### src/sv/centered_moving_average_assert.svh
`ifndef CENTERED_MOVING_AVERAGE_ASSERT_SVH
`define CENTERED_MOVING_AVERAGE_ASSERT_SVH

// same-cycle implication, disabled while in reset
`define CMA_ASSERT_IMP(lbl, ante, cons, msg) \
	lbl: assert property (@(posedge clk) disable iff (!arst_n) (ante) |-> (cons)) \
		else $error(msg);

// next-cycle implication, disabled while in reset
`define CMA_ASSERT_NXT(lbl, ante, cons, msg) \
	lbl: assert property (@(posedge clk) disable iff (!arst_n) (ante) |=> (cons)) \
		else $error(msg);

`endif

### src/sv/cma_pkg.sv
package cma_pkg;

	localparam int OUT_BITS    = 32;
	localparam int SUM_BITS    = 40;
	localparam int RADIUS_BITS = 6;
	localparam int LEN_BITS    = RADIUS_BITS + 1;
	localparam int DIV_STEP    = 4;
	localparam int DIV_CYCLES  = SUM_BITS / DIV_STEP;
	localparam int QUEUE_DEPTH = 4;

	localparam logic [OUT_BITS-1:0] AVG_NONE = '1;

	// one entry of the queue between front and back
	typedef struct packed {
		logic [SUM_BITS-1:0]    sum;
		logic [LEN_BITS-1:0]    len;
		logic                   has_res;
		logic                   full;
		logic                   last_res;
		logic [RADIUS_BITS-1:0] pend;
	} cmd_t;

endpackage

### src/sv/cma_cfg_if.sv
interface cma_cfg_if import cma_pkg::*; ();
	logic                   valid;
	logic                   ready;
	logic [RADIUS_BITS-1:0] radius;

	modport source(output valid, radius, input ready);
	modport sink(input valid, radius, output ready);
endinterface

### src/sv/cma_stream_if.sv
interface cma_stream_if import cma_pkg::*; ();
	logic                       valid;
	logic                       ready;
	logic signed [OUT_BITS-1:0] sample;
	logic                       last_sample;

	modport source(output valid, sample, last_sample, input ready);
	modport sink(input valid, sample, last_sample, output ready);
endinterface

### src/sv/cma_result_if.sv
interface cma_result_if import cma_pkg::*; ();
	logic                       valid;
	logic                       ready;
	logic signed [OUT_BITS-1:0] average;
	logic                       full_window;
	logic                       last_result;

	modport source(output valid, average, full_window, last_result, input ready);
	modport sink(input valid, average, full_window, last_result, output ready);
endinterface

### src/sv/cma_ram.sv
module cma_ram #(
	parameter int WIDTH = 32,
	parameter int DEPTH = 128
) (
	input  logic                     clk,
	input  logic                     we,
	input  logic [$clog2(DEPTH)-1:0] waddr,
	input  logic [WIDTH-1:0]         wdata,
	input  logic                     re,
	input  logic [$clog2(DEPTH)-1:0] raddr,
	output logic [WIDTH-1:0]         rdata
);

	logic [WIDTH-1:0] mem_q [DEPTH];

	always_ff @(posedge clk) begin
		if (we) begin
			mem_q[waddr] <= wdata;
		end
		if (re) begin
			rdata <= mem_q[raddr];
		end
	end

endmodule

### src/sv/cma_front.sv
module cma_front import cma_pkg::*; #(
	parameter int MAX_RADIUS  = 63,
	parameter int SAMPLE_BITS = 32
) (
	input  logic                   clk,
	input  logic                   arst_n,
	cma_stream_if.sink             stream,
	input  logic [RADIUS_BITS-1:0] radius,
	output logic                   push,
	output cmd_t                   cmd,
	input  logic                   q_full,
	output logic                   busy
);

	localparam int AW    = $clog2(2 * MAX_RADIUS + 2);
	localparam int DEPTH = 1 << AW;
	localparam int KW    = $clog2(MAX_RADIUS + 1);

	logic [KW-1:0] k;
	logic [AW-1:0] len;
	logic [AW-1:0] i;
	logic [AW:0]   i_inc;
	logic          accept;
	logic          advance;
	logic          need;

	logic signed [SAMPLE_BITS-1:0] s_raw;
	logic signed [OUT_BITS-1:0]    s_ext;
	logic [OUT_BITS-1:0]           old_word;
	logic signed [SUM_BITS-1:0]    sum_new;

	logic [AW-1:0]              wp_q;
	logic [AW-1:0]              seen_q;
	logic signed [SUM_BITS-1:0] sum_q;

	logic                       vld_s1;
	logic signed [OUT_BITS-1:0] smp_s1;
	logic                       sub_s1;
	logic                       has_res_s1;
	logic                       full_s1;
	logic                       last_res_s1;
	logic                       last_s1;
	logic [KW-1:0]              pend_s1;
	logic [AW-1:0]              len_s1;

	assign k     = (radius > RADIUS_BITS'(MAX_RADIUS)) ? KW'(MAX_RADIUS) : radius[KW-1:0];
	assign len   = AW'({k, 1'b1});
	assign i     = (seen_q > len) ? len : seen_q;
	assign i_inc = {1'b0, i} + (AW + 1)'(1);
	assign s_raw = stream.sample[SAMPLE_BITS-1:0];
	assign s_ext = OUT_BITS'(s_raw);

	assign accept = stream.valid && stream.ready;
	assign need   = has_res_s1 || (pend_s1 != '0);
	assign advance = vld_s1 && (!need || !q_full);
	assign push    = vld_s1 && need && !q_full;
	assign stream.ready = !vld_s1 || advance;
	assign busy    = vld_s1;

	// read the sample leaving the window while writing the new one
	cma_ram #(
		.WIDTH(OUT_BITS),
		.DEPTH(DEPTH)
	) u_store (
		.clk  (clk),
		.we   (accept),
		.waddr(wp_q),
		.wdata(s_ext),
		.re   (accept),
		.raddr(wp_q - len),
		.rdata(old_word)
	);

	assign sum_new = sum_q + SUM_BITS'(smp_s1)
		- (sub_s1 ? SUM_BITS'(signed'(old_word)) : SUM_BITS'(0));

	always_comb begin
		cmd.sum      = sum_new;
		cmd.len      = LEN_BITS'(len_s1);
		cmd.has_res  = has_res_s1;
		cmd.full     = full_s1;
		cmd.last_res = last_res_s1;
		cmd.pend     = RADIUS_BITS'(pend_s1);
	end

	always_ff @(posedge clk or negedge arst_n) begin
		if (!arst_n) begin
			wp_q   <= '0;
			seen_q <= '0;
			sum_q  <= '0;
			vld_s1 <= 1'b0;
		end else begin
			if (accept) begin
				vld_s1 <= 1'b1;
				if (stream.last_sample) begin
					wp_q   <= '0;
					seen_q <= '0;
				end else begin
					wp_q   <= wp_q + AW'(1);
					seen_q <= (i_inc > {1'b0, len}) ? len : i_inc[AW-1:0];
				end
			end else if (advance) begin
				vld_s1 <= 1'b0;
			end
			if (advance) begin
				sum_q <= last_s1 ? '0 : sum_new;
			end
		end
	end

	always_ff @(posedge clk) begin
		if (accept) begin
			smp_s1      <= s_ext;
			sub_s1      <= i >= len;
			has_res_s1  <= i >= AW'(k);
			full_s1     <= i >= AW'({k, 1'b0});
			last_res_s1 <= stream.last_sample && (k == '0);
			last_s1     <= stream.last_sample;
			len_s1      <= len;
			if (stream.last_sample) begin
				pend_s1 <= (i_inc < (AW + 1)'(k)) ? i_inc[KW-1:0] : k;
			end else begin
				pend_s1 <= '0;
			end
		end
	end

endmodule

### src/sv/cma_queue.sv
module cma_queue import cma_pkg::*; (
	input  logic clk,
	input  logic arst_n,
	input  logic push,
	input  cmd_t push_cmd,
	output logic full,
	input  logic pop,
	output cmd_t head,
	output logic empty
);

	localparam int PW = $clog2(QUEUE_DEPTH);

	cmd_t          mem_q [QUEUE_DEPTH];
	logic [PW-1:0] wp_q;
	logic [PW-1:0] rp_q;
	logic [PW:0]   cnt_q;

	assign full  = cnt_q == (PW + 1)'(QUEUE_DEPTH);
	assign empty = cnt_q == '0;
	assign head  = mem_q[rp_q];

	always_ff @(posedge clk or negedge arst_n) begin
		if (!arst_n) begin
			wp_q  <= '0;
			rp_q  <= '0;
			cnt_q <= '0;
		end else begin
			if (push) begin
				wp_q <= wp_q + PW'(1);
			end
			if (pop) begin
				rp_q <= rp_q + PW'(1);
			end
			if (push && !pop) begin
				cnt_q <= cnt_q + (PW + 1)'(1);
			end else if (pop && !push) begin
				cnt_q <= cnt_q - (PW + 1)'(1);
			end
		end
	end

	always_ff @(posedge clk) begin
		if (push) begin
			mem_q[wp_q] <= push_cmd;
		end
	end

endmodule

### src/sv/cma_back.sv
module cma_back import cma_pkg::*; (
	input  logic clk,
	input  logic arst_n,
	input  cmd_t head,
	input  logic empty,
	output logic pop,
	cma_result_if.source result
);

	localparam int CW = $clog2(DIV_CYCLES);

	typedef enum logic [3:0] {
		BK_IDLE  = 4'b0001,
		BK_DIV   = 4'b0010,
		BK_OUT   = 4'b0100,
		BK_FLUSH = 4'b1000
	} bk_state_t;

	bk_state_t state_q;

	logic [OUT_BITS-1:0]    val_q;
	logic                   full_q;
	logic                   last_res_q;
	logic [RADIUS_BITS-1:0] pend_q;
	logic [SUM_BITS-1:0]    num_q;
	logic [LEN_BITS:0]      rem_q;
	logic [LEN_BITS-1:0]    div_q;
	logic                   neg_q;
	logic [CW-1:0]          cnt_q;

	logic                   ovalid_q;
	logic [OUT_BITS-1:0]    oavg_q;
	logic                   ofull_q;
	logic                   olast_q;

	logic                slot_free;
	logic                load;
	logic [SUM_BITS-1:0] num_nx;
	logic [LEN_BITS:0]   rem_nx;
	logic [SUM_BITS-1:0] quo;

	assign slot_free = !ovalid_q || result.ready;
	assign load      = slot_free && (state_q inside {BK_OUT, BK_FLUSH});
	assign pop       = (state_q == BK_IDLE) && !empty;

	assign result.valid       = ovalid_q;
	assign result.average     = oavg_q;
	assign result.full_window = ofull_q;
	assign result.last_result = olast_q;

	// restoring division of the magnitude, DIV_STEP quotient bits per cycle
	always_comb begin
		logic [LEN_BITS:0]   r;
		logic [SUM_BITS-1:0] n;
		r = rem_q;
		n = num_q;
		for (int j = 0; j < DIV_STEP; j++) begin
			r = {r[LEN_BITS-1:0], n[SUM_BITS-1]};
			n = {n[SUM_BITS-2:0], 1'b0};
			if (r >= {1'b0, div_q}) begin
				r    = r - {1'b0, div_q};
				n[0] = 1'b1;
			end
		end
		rem_nx = r;
		num_nx = n;
	end

	assign quo = neg_q ? (SUM_BITS'(0) - num_nx) : num_nx;

	always_ff @(posedge clk or negedge arst_n) begin
		if (!arst_n) begin
			state_q  <= BK_IDLE;
			ovalid_q <= 1'b0;
		end else begin
			if (load) begin
				ovalid_q <= 1'b1;
			end else if (result.ready) begin
				ovalid_q <= 1'b0;
			end
			case (state_q)
				BK_IDLE: begin
					if (!empty) begin
						if (head.has_res && head.full) begin
							state_q <= BK_DIV;
						end else if (head.has_res) begin
							state_q <= BK_OUT;
						end else begin
							state_q <= BK_FLUSH;
						end
					end
				end
				BK_DIV: begin
					if (cnt_q == CW'(DIV_CYCLES - 1)) begin
						state_q <= BK_OUT;
					end
				end
				BK_OUT: begin
					if (slot_free) begin
						state_q <= (pend_q != '0) ? BK_FLUSH : BK_IDLE;
					end
				end
				BK_FLUSH: begin
					if (slot_free && pend_q == RADIUS_BITS'(1)) begin
						state_q <= BK_IDLE;
					end
				end
				default: begin
					state_q <= BK_IDLE;
				end
			endcase
		end
	end

	always_ff @(posedge clk) begin
		case (state_q)
			BK_IDLE: begin
				full_q     <= head.full;
				last_res_q <= head.last_res;
				pend_q     <= head.pend;
				div_q      <= head.len;
				neg_q      <= head.sum[SUM_BITS-1];
				num_q      <= head.sum[SUM_BITS-1] ? (SUM_BITS'(0) - head.sum) : head.sum;
				rem_q      <= '0;
				cnt_q      <= '0;
				val_q      <= AVG_NONE;
			end
			BK_DIV: begin
				num_q <= num_nx;
				rem_q <= rem_nx;
				cnt_q <= cnt_q + CW'(1);
				val_q <= quo[OUT_BITS-1:0];
			end
			BK_OUT: begin
				if (slot_free) begin
					oavg_q  <= val_q;
					ofull_q <= full_q;
					olast_q <= last_res_q;
				end
			end
			BK_FLUSH: begin
				if (slot_free) begin
					oavg_q  <= AVG_NONE;
					ofull_q <= 1'b0;
					olast_q <= pend_q == RADIUS_BITS'(1);
					pend_q  <= pend_q - RADIUS_BITS'(1);
				end
			end
			default: begin
				val_q <= AVG_NONE;
			end
		endcase
	end

endmodule

### src/sv/centered_moving_average.sv
// Path: a full-window mean passes the sum stage, the queue pop, the radix-16 divider and
// the output load; a -1 result skips the divider. The back end pops a new entry only
// after the current one is loaded. Throughput: samples enter one per cycle while the
// queue has room; flush results leave one per cycle while the receiver is ready.
// Reset (arst_n, async): radius goes to 1, sum/count/pointer clear; the sample ring is
// not cleared, entries are only read after being written in the current stream.
module centered_moving_average import cma_pkg::*; #(
	parameter int MAX_RADIUS  = 63,
	parameter int SAMPLE_BITS = 32
) (
	input  logic clk,
	input  logic arst_n,
	cma_cfg_if.sink       cfg,
	cma_stream_if.sink    stream,
	cma_result_if.source  result
);

	`include "centered_moving_average_assert.svh"

	logic [RADIUS_BITS-1:0] radius_q;

	logic q_push;
	logic q_full;
	logic q_pop;
	logic q_empty;
	cmd_t q_in;
	cmd_t q_head;
	logic fe_busy;

	assign cfg.ready = 1'b1;

	always_ff @(posedge clk or negedge arst_n) begin
		if (!arst_n) begin
			radius_q <= RADIUS_BITS'(1);
		end else if (cfg.valid && cfg.ready) begin
			radius_q <= cfg.radius;
		end
	end

	cma_front #(
		.MAX_RADIUS (MAX_RADIUS),
		.SAMPLE_BITS(SAMPLE_BITS)
	) u_front (
		.clk   (clk),
		.arst_n(arst_n),
		.stream(stream),
		.radius(radius_q),
		.push  (q_push),
		.cmd   (q_in),
		.q_full(q_full),
		.busy  (fe_busy)
	);

	cma_queue u_queue (
		.clk     (clk),
		.arst_n  (arst_n),
		.push    (q_push),
		.push_cmd(q_in),
		.full    (q_full),
		.pop     (q_pop),
		.head    (q_head),
		.empty   (q_empty)
	);

	cma_back u_back (
		.clk   (clk),
		.arst_n(arst_n),
		.head  (q_head),
		.empty (q_empty),
		.pop   (q_pop),
		.result(result)
	);

	`CMA_ASSERT_IMP(a_push_room, q_push, !q_full, "item pushed into a full queue")
	`CMA_ASSERT_IMP(a_pop_data, q_pop, !q_empty, "item popped from an empty queue")
	`CMA_ASSERT_NXT(a_push_lands, q_push && !q_pop, !q_empty, "pushed item missing from queue")
	`CMA_ASSERT_IMP(a_stall_cause, !stream.ready, fe_busy, "input stalled with front stage empty")

endmodule

### src/flat_wrapper.sv
// flat-port wrapper written by rule: the top's interface ports become plain ports
module centered_moving_average_flat import cma_pkg::*;
#(
	parameter int MAX_RADIUS  = 63,
	parameter int SAMPLE_BITS = 32
)
  (clk, arst_n, cfg_valid, cfg_radius, cfg_ready, stream_valid, stream_sample, stream_last_sample, stream_ready, result_valid, result_average, result_full_window, result_last_result, result_ready);
  cma_cfg_if cfg_i ();
  cma_stream_if stream_i ();
  cma_result_if result_i ();
  input  logic clk;
  input  logic arst_n;
  input wire logic [$bits(cfg_i.valid)-1:0] cfg_valid;
  input wire logic [$bits(cfg_i.radius)-1:0] cfg_radius;
  output wire logic [$bits(cfg_i.ready)-1:0] cfg_ready;
  input wire logic [$bits(stream_i.valid)-1:0] stream_valid;
  input wire logic [$bits(stream_i.sample)-1:0] stream_sample;
  input wire logic [$bits(stream_i.last_sample)-1:0] stream_last_sample;
  output wire logic [$bits(stream_i.ready)-1:0] stream_ready;
  output wire logic [$bits(result_i.valid)-1:0] result_valid;
  output wire logic [$bits(result_i.average)-1:0] result_average;
  output wire logic [$bits(result_i.full_window)-1:0] result_full_window;
  output wire logic [$bits(result_i.last_result)-1:0] result_last_result;
  input wire logic [$bits(result_i.ready)-1:0] result_ready;
  assign cfg_i.valid = cfg_valid;
  assign cfg_i.radius = cfg_radius;
  assign cfg_ready = cfg_i.ready;
  assign stream_i.valid = stream_valid;
  assign stream_i.sample = stream_sample;
  assign stream_i.last_sample = stream_last_sample;
  assign stream_ready = stream_i.ready;
  assign result_valid = result_i.valid;
  assign result_average = result_i.average;
  assign result_full_window = result_i.full_window;
  assign result_last_result = result_i.last_result;
  assign result_i.ready = result_ready;
  centered_moving_average #(.MAX_RADIUS(MAX_RADIUS), .SAMPLE_BITS(SAMPLE_BITS)) u_core (.clk(clk), .arst_n(arst_n), .cfg(cfg_i), .stream(stream_i), .result(result_i));
endmodule
### config.mk
export PLATFORM = sky130hd
export DESIGN_NAME = centered_moving_average_flat
export DESIGN_NICKNAME = d
export VERILOG_FILES = /design/src/sv/cma_pkg.sv /design/src/sv/cma_cfg_if.sv /design/src/sv/cma_stream_if.sv /design/src/sv/cma_result_if.sv /design/src/sv/cma_ram.sv /design/src/sv/cma_front.sv /design/src/sv/cma_queue.sv /design/src/sv/cma_back.sv /design/src/sv/centered_moving_average.sv /design/src/flat_wrapper.sv
export VERILOG_INCLUDE_DIRS = /design/src /design/src/sv
export SDC_FILE = /design/constraint.sdc
export NUM_CORES = 2
export LEC_CHECK = 0
export BUFFER_PORTS_ARGS = -buffer_cell sky130_fd_sc_hd__buf_2
export CORE_ASPECT_RATIO = 1.2
export CORE_MARGIN = 2
export CORE_UTILIZATION = 68
export CTS_CLUSTER_DIAMETER = 30
export DETAILED_ROUTE_END_ITERATION = 16
export MAX_ROUTING_LAYER = met4
export PLACE_DENSITY = 0.9
export SLEW_MARGIN = 20
export SYNTH_ARGS = -nofsm -noshare
export SYNTH_HDL_FRONTEND = slang
export SYNTH_MEMORY_MAX_BITS = 65536
export SYNTH_SLANG_ARGS = --single-unit
### constraint.sdc
create_clock -name clk -period 19.5 [get_ports clk]
set_clock_uncertainty 0.1 [all_clocks]
set_input_delay 2.925 -clock clk [delete_from_list [all_inputs] [get_ports clk]]
set_output_delay 2.925 -clock clk [all_outputs]
set_load 0.02 [all_outputs]
==> reports/qor.json, run 1 <==
{
  "outcome": "did not finish",
  "outcome.stop_stage": "5_1_grt",
  "toolErrorMsg": "[ERROR GRT-0232] Routing congestion too high. Check the congestion heatmap in the GUI.",
  "syn-cell-area_sq_um": 182000,
  "netlist.top_cell.by_area": "edfxtp_1",
  "clock_tree.buffer_depth": 4,
  "global_route_usage_over_all_layers_pct": 62.2,
  "initial_core_util_pct": 68.3,
  "gpl.final_weighted_congestion": 0.932,
  "num_io_pins": 81,
  "cts-htree-levels": 6,
  "synth.ff_latch_count": 4602,
  "synth_area_leaders": "edfxtp_1 75%, mux4_2 16%, dfrtp_1 0.97%",
  "dp_hpwl_mm": 305,
  "grt_start_max_net_pins": 161,
  "synth.yosys.warnings": 0,
  "cts_sinks": 4602,
  "synthArstFlopShare_pct": 1.59,
  "synth_nets": 8478,
  "grt_antenna_before_repair": 151,
  "row_count": 208,
  "netlist.area_leader.share_pct": 74.6,
  "grt_remaining_overflow": 37,
  "synth-edff-count": 4529,
  "synth.yosys.seq_area_share_pct": 75.6,
  "floorplan.die.width_um": 477,
  "post_cts_setup_repair_buffer_count": 0,
  "postSynthAreaPerCell_sq_um": 22.0,
  "synthDistinctLibCells": 86,
  "ctsHoldBuffers": 0,
  "die_h_um": 571,
  "cts.repair.resized": 0,
  "synth_commonest_cells": "4529 x edfxtp_1, 1334 x mux4_2, 284 x clkbuf_1, 265 x nand2_1, 216 x nor2_1",
  "port_buffers": 79,
  "yosys.cell_count.top_type": "edfxtp_1",
  "cts_buffers": 588,
  "synthesis.instances": 8273,
  "ctsRootBufferMaster": "clkbuf_16",
  "dpl.cell_count": 11753,
  "ys_dominant_reg_cell": "edfxtp_1"
}
==> per-layer routing <==
metal	global-route usage, %	overflow
met5	-	-
met4	54.7	22
met3	42.2	12
met2	79.6	2
met1	63.6	1
==> cells by family after synthesis <==
| kind of cell | synth area share, % |
|---|---|
| simple gates | 1.85 |
| xor+xnor | 0.725 |
| buf+inv | 1.33 |
| fa+ha+maj | 1.29 |
| other cells | 0.00206 |
| mux | 17.4 |
| compound gates | 1.77 |
| flops | 75.6 |
==> through the flow <==
| stage | util (%) | setup slack, ns | hold WS [ns] | instance area (sq um) |
|---|---|---|---|---|
| 3_3_place_gp | 70.6 | 8.93 | 0.365 | 189000 |
| 2_1_floorplan | - | 10.73 | 0.350 | 182000 |
| 3_5_place_dp | 70.6 | 8.98 | 0.382 | 189000 |
| 4_1_cts | 78.1 | 8.79 | 0.395 | 209000 |
==> inputs of run 2 (changes only) <==
--- a/config.mk
+++ b/config.mk
@@ -7,13 +7,10 @@
 export NUM_CORES = 2
 export LEC_CHECK = 0
 export BUFFER_PORTS_ARGS = -buffer_cell sky130_fd_sc_hd__buf_2
-export CORE_ASPECT_RATIO = 1.2
 export CORE_MARGIN = 2
-export CORE_UTILIZATION = 68
-export CTS_CLUSTER_DIAMETER = 30
+export CORE_UTILIZATION = 40
 export DETAILED_ROUTE_END_ITERATION = 16
-export MAX_ROUTING_LAYER = met4
-export PLACE_DENSITY = 0.9
+export PLACE_DENSITY_LB_ADDON = 0.15
 export SLEW_MARGIN = 20
 export SYNTH_ARGS = -nofsm -noshare
 export SYNTH_HDL_FRONTEND = slang
==> run 2 against run 1 <==
Net effect:
- area after synthesis stayed put
- synthesized cell count unchanged
- the flow now finishes without violations
==> reports/qor.json, run 2 <==
{
  "wl_per_cell_um": 33.0,
  "synth_area_leaders": {"value": "edfxtp_1 75%, mux4_2 16%, dfrtp_1 0.97%", "change": "unchanged"},
  "finalCoreUtilization_pct": 45.7,
  "maxSlewViolCount": 0,
  "layout.cells.most_common_list": "4529 x edfxtp_1, 1334 x mux4_2, 483 x clkbuf_16",
  "num_io_pins": {"value": 81, "change": "unchanged"},
  "post_cts_setup_repair_buffer_count": {"value": 0, "change": "unchanged"},
  "initial_core_util": {"value": 40.2, "unit": "%", "change": "was 68.3%"},
  "power.density_cell_area_nw_per_um2": 164,
  "synthArstFlopShare": {"value": 1.59, "unit": "%", "change": "unchanged"},
  "reg2regPathDepth": 37,
  "synth-edff-count": {"value": 4529, "change": "unchanged"},
  "leakagePower_nw": 64.9,
  "synth.yosys.seq_area_share": {"value": 75.6, "unit": "%", "change": "unchanged"},
  "hold_path_depth": 0,
  "cts-htree-levels": {"value": 5, "change": "was 6"},
  "synth_nets": {"value": 8478, "change": "unchanged"},
  "setup-violations-final": 0,
  "finalWirelength_mm": 497,
  "multi_input_comb_area_sq_um": 43100,
  "grt_remaining_overflow": 0,
  "ys_dominant_reg_cell": {"value": "edfxtp_1", "change": "unchanged"},
  "netlist.top_cell.by_area": {"value": "edfxtp_1", "change": "unchanged"},
  "synthDistinctLibCells": {"value": 86, "change": "unchanged"},
  "row_count": {"value": 247, "change": "was 208"},
  "flop_to_flop_setup_slack_ns": 9.22,
  "core_area_sq_um": 453000,
  "setup_crit_end_kind": "register",
  "ctsRootBufferMaster": {"value": "clkbuf_16", "change": "unchanged"},
  "synth.yosys.warnings": {"value": 0, "change": "unchanged"},
  "criticalPathCategory": "register to register",
  "vdd_ir_drop_max_uv": 391,
  "detail-route-antenna-nets": 0,
  "setup-tns-final_ns": 0,
  "largest_registers": "u_core.u_front.u_store.mem_q: 4096 flops, u_core.u_queue.mem_q: 220 flops",
  "critical_path.reg2reg.endpoint": "u_core.u_back.val_q[20]",
  "final_min_period_over_clock_period_pct": 52.7,
  "critical-path-slowest-cell": "or4_4",
  "cts_sinks": {"value": 4602, "change": "unchanged"},
  "required_ns": 20.13,
  "grt_setup_unrepaired": "false",
  "netlist.area_leader.share": {"value": 74.6, "unit": "%", "change": "unchanged"},
  "transition_at_the_pin_with_the_smallest_max_transition_slack_ns": 1.16,
  "port_buffers": {"value": 79, "change": "unchanged"},
  "worst_skew_pair.late_latency_ns": 1.05,
  "ff_latch_area_sq_um": 138000,
  "regMostFlops": "u_core.u_front.u_store.mem_q",
  "timing_hold_violations_final": 0,
  "worst_path_largest_cell_delay_ns": 0.57,
  "layout_commonest_cell": "edfxtp_1",
  "via_count_of_the_first_global_routing_pass": 89448,
  "synth_commonest_cells": {"value": "4529 x edfxtp_1, 1334 x mux4_2, 284 x clkbuf_1, 265 x nand2_1, 216 x nor2_1", "change": "unchanged"},
  "max-slew-margin-rel_pct": 22.5,
  "detail_route.drc_violations": 0,
  "path_clk_slew_ns": 0.06,
  "syn-cell-area": {"value": 182000, "unit": "sq um", "change": "unchanged"},
  "global_route_usage_over_all_layers_pct": 21.4,
  "floorplan.die_area_sq_um": 461000,
  "num-fill-cells": 37560,
  "gpl.final_weighted_congestion": {"value": 0.802, "change": "was 0.932"},
  "critical_path.startpoint_type": "register",
  "vias": 86675,
  "instances_no_fill": 15084,
  "synth.ff_latch_count": {"value": 4602, "change": "unchanged"},
  "cts_tree": "yes",
  "holdCritStartpoint": "u_core.u_front.len_s1[4]",
  "floorplan.die.width": {"value": 679, "unit": "um", "change": "was 477 um"},
  "placement.setup.worst_slack": {"value": 9.16, "unit": "ns", "change": "was 8.98 ns"},
  "max_cap_violation_count": 0,
  "grt_antenna_before_repair": 40,
  "grt_first_pass_wirelength_mm": 699,
  "ctsHoldBuffers": {"value": 0, "change": "unchanged"},
  "outcome": {"value": "finished, final reports clean", "change": "was did not finish"},
  "grt_start_max_net_pins": 129,
  "finalNetCount": 8887,
  "drt_pre_antenna_iters": 6,
  "reg2reg_from": "u_core.u_back.div_q[1]",
  "dpl.cell_count": {"value": 14176, "change": "was 11.8k"},
  "dp_hpwl": {"value": 277, "unit": "mm", "change": "was 305 mm"},
  "timing.critical_path.fanout_max": 10,
  "timing.hold.worst_endpoint": "u_core.u_queue.mem_q[2][12]",
  "synthesis.instances": {"value": 8273, "change": "unchanged"},
  "drt-initial-drc-count": 9411,
  "fraction_of_final_layout_cells_with_drive_strength_greater_than_1_pct": 29.1,
  "totalPowerFinal_mw": 33.9,
  "largest_register_ffs": 4096,
  "cpMostUsedCell": "ha_1",
  "timing.final.crit_period_ns": 10.28,
  "avgViaCountPerCell": 5.75,
  "cts_buffers": {"value": 478, "change": "was 588"},
  "die_h": {"value": 679, "unit": "um", "change": "was 571 um"},
  "cts.repair.resized": {"value": 0, "change": "unchanged"},
  "postSynthAreaPerCell": {"value": 22.0, "unit": "sq um", "change": "unchanged"},
  "timing.fmax_ghz": 0.0972,
  "synthToLayoutAreaGrowth_pct": 13.7,
  "worstHoldPathType": "register to register",
  "post-route-worst-setup-slack_ns": 9.22,
  "yosys.cell_count.top_type": {"value": "edfxtp_1", "change": "unchanged"},
  "clock_tree.buffer_depth": {"value": 4, "change": "unchanged"},
  "critical_path_arrival_ns": 10.92
}
-- run 2: cell counts after synthesis --
Identical to the previous run, type by type.
-- run 2: cells by family after synthesis --
group	Yosys count	share of synthesized area (%)
DFF	4602	75.6
muxes	1498	17.4
and+or+nand+nor	717	1.85
buffers and inverters	622	1.33
AOI/OAI and AO/OA	521	1.77
adders and majority gates	161	1.29
xor gates and xnor gates	151	0.725
other	1	0.00206
-- run 2: power breakdown --
part	switching, mW	total [mW]	internal (mW)
combinational	7.65	12.8	5.17
sequential	0.277	12.1	11.8
clock	3.86	9.00	5.15
total	11.8	33.9	22.1
-- run 2: how the worst max path moves through the flow --
stage | startpoint | slack (ns) | to
after floorplan | u_core.u_back.div_q[1] | 10.73 | u_core.u_back.val_q[28]
after global placement | u_core.u_back.div_q[1] | 9.05 | u_core.u_back.val_q[20]
after detailed placement | u_core.u_back.div_q[1] | 9.16 | u_core.u_back.val_q[20]
after CTS | u_core.u_back.div_q[1] | 9.17 | u_core.u_back.val_q[20]
after global routing | u_core.u_back.div_q[1] | 8.37 | u_core.u_back.val_q[28]
final | u_core.u_back.div_q[1] | 9.22 | u_core.u_back.val_q[20]
-- run 2: cell type report --
cell class              instances  share of cell area (%)
flip-flops and latches       4602                    66.5
well taps                    5976                    3.61
diodes                         18                  0.0217
inverters                     210                   0.381
multi-input cells            3049                    20.8
repair buffers                341                    1.25
clock inverters               290                    1.37
clock buffers                 598                    6.07
-- run 2: critical path: cells and delay by family (launching register included) --
family	cells	cell delay, ns
compound gates	16	4.03
xor+xnor	2	0.38
fa+ha+maj	7	1.98
buf+inv	2	0.34
flops	1	0.40
mux	3	1.03
simple gates	7	1.73
-- run 2: stage by stage --
step | cell area (sq um) | hold WS [ns]
after floorplan | 182000 | 0.350
after global placement | 192000 | 0.368
after detailed placement | 192000 | 0.375
after CTS | 207000 | 0.359
after global routing | 207000 | 0.370
final | 207000 | 0.368
-- run 2: per-layer routing --
| metal | track usage, % | vias to the layer above | wire, um |
|---|---|---|---|
| li1 | - | 35392 | - |
| met1 | 29.7 | 47765 | 209000 |
| met2 | 36.1 | 2843 | 249000 |
| met3 | 2.76 | 671 | 27400 |
| met4 | 5.14 | 4 | 12000 |
| met5 | 0 | - | 28 |
No activity file was read; power rests on OpenSTA's default activity.
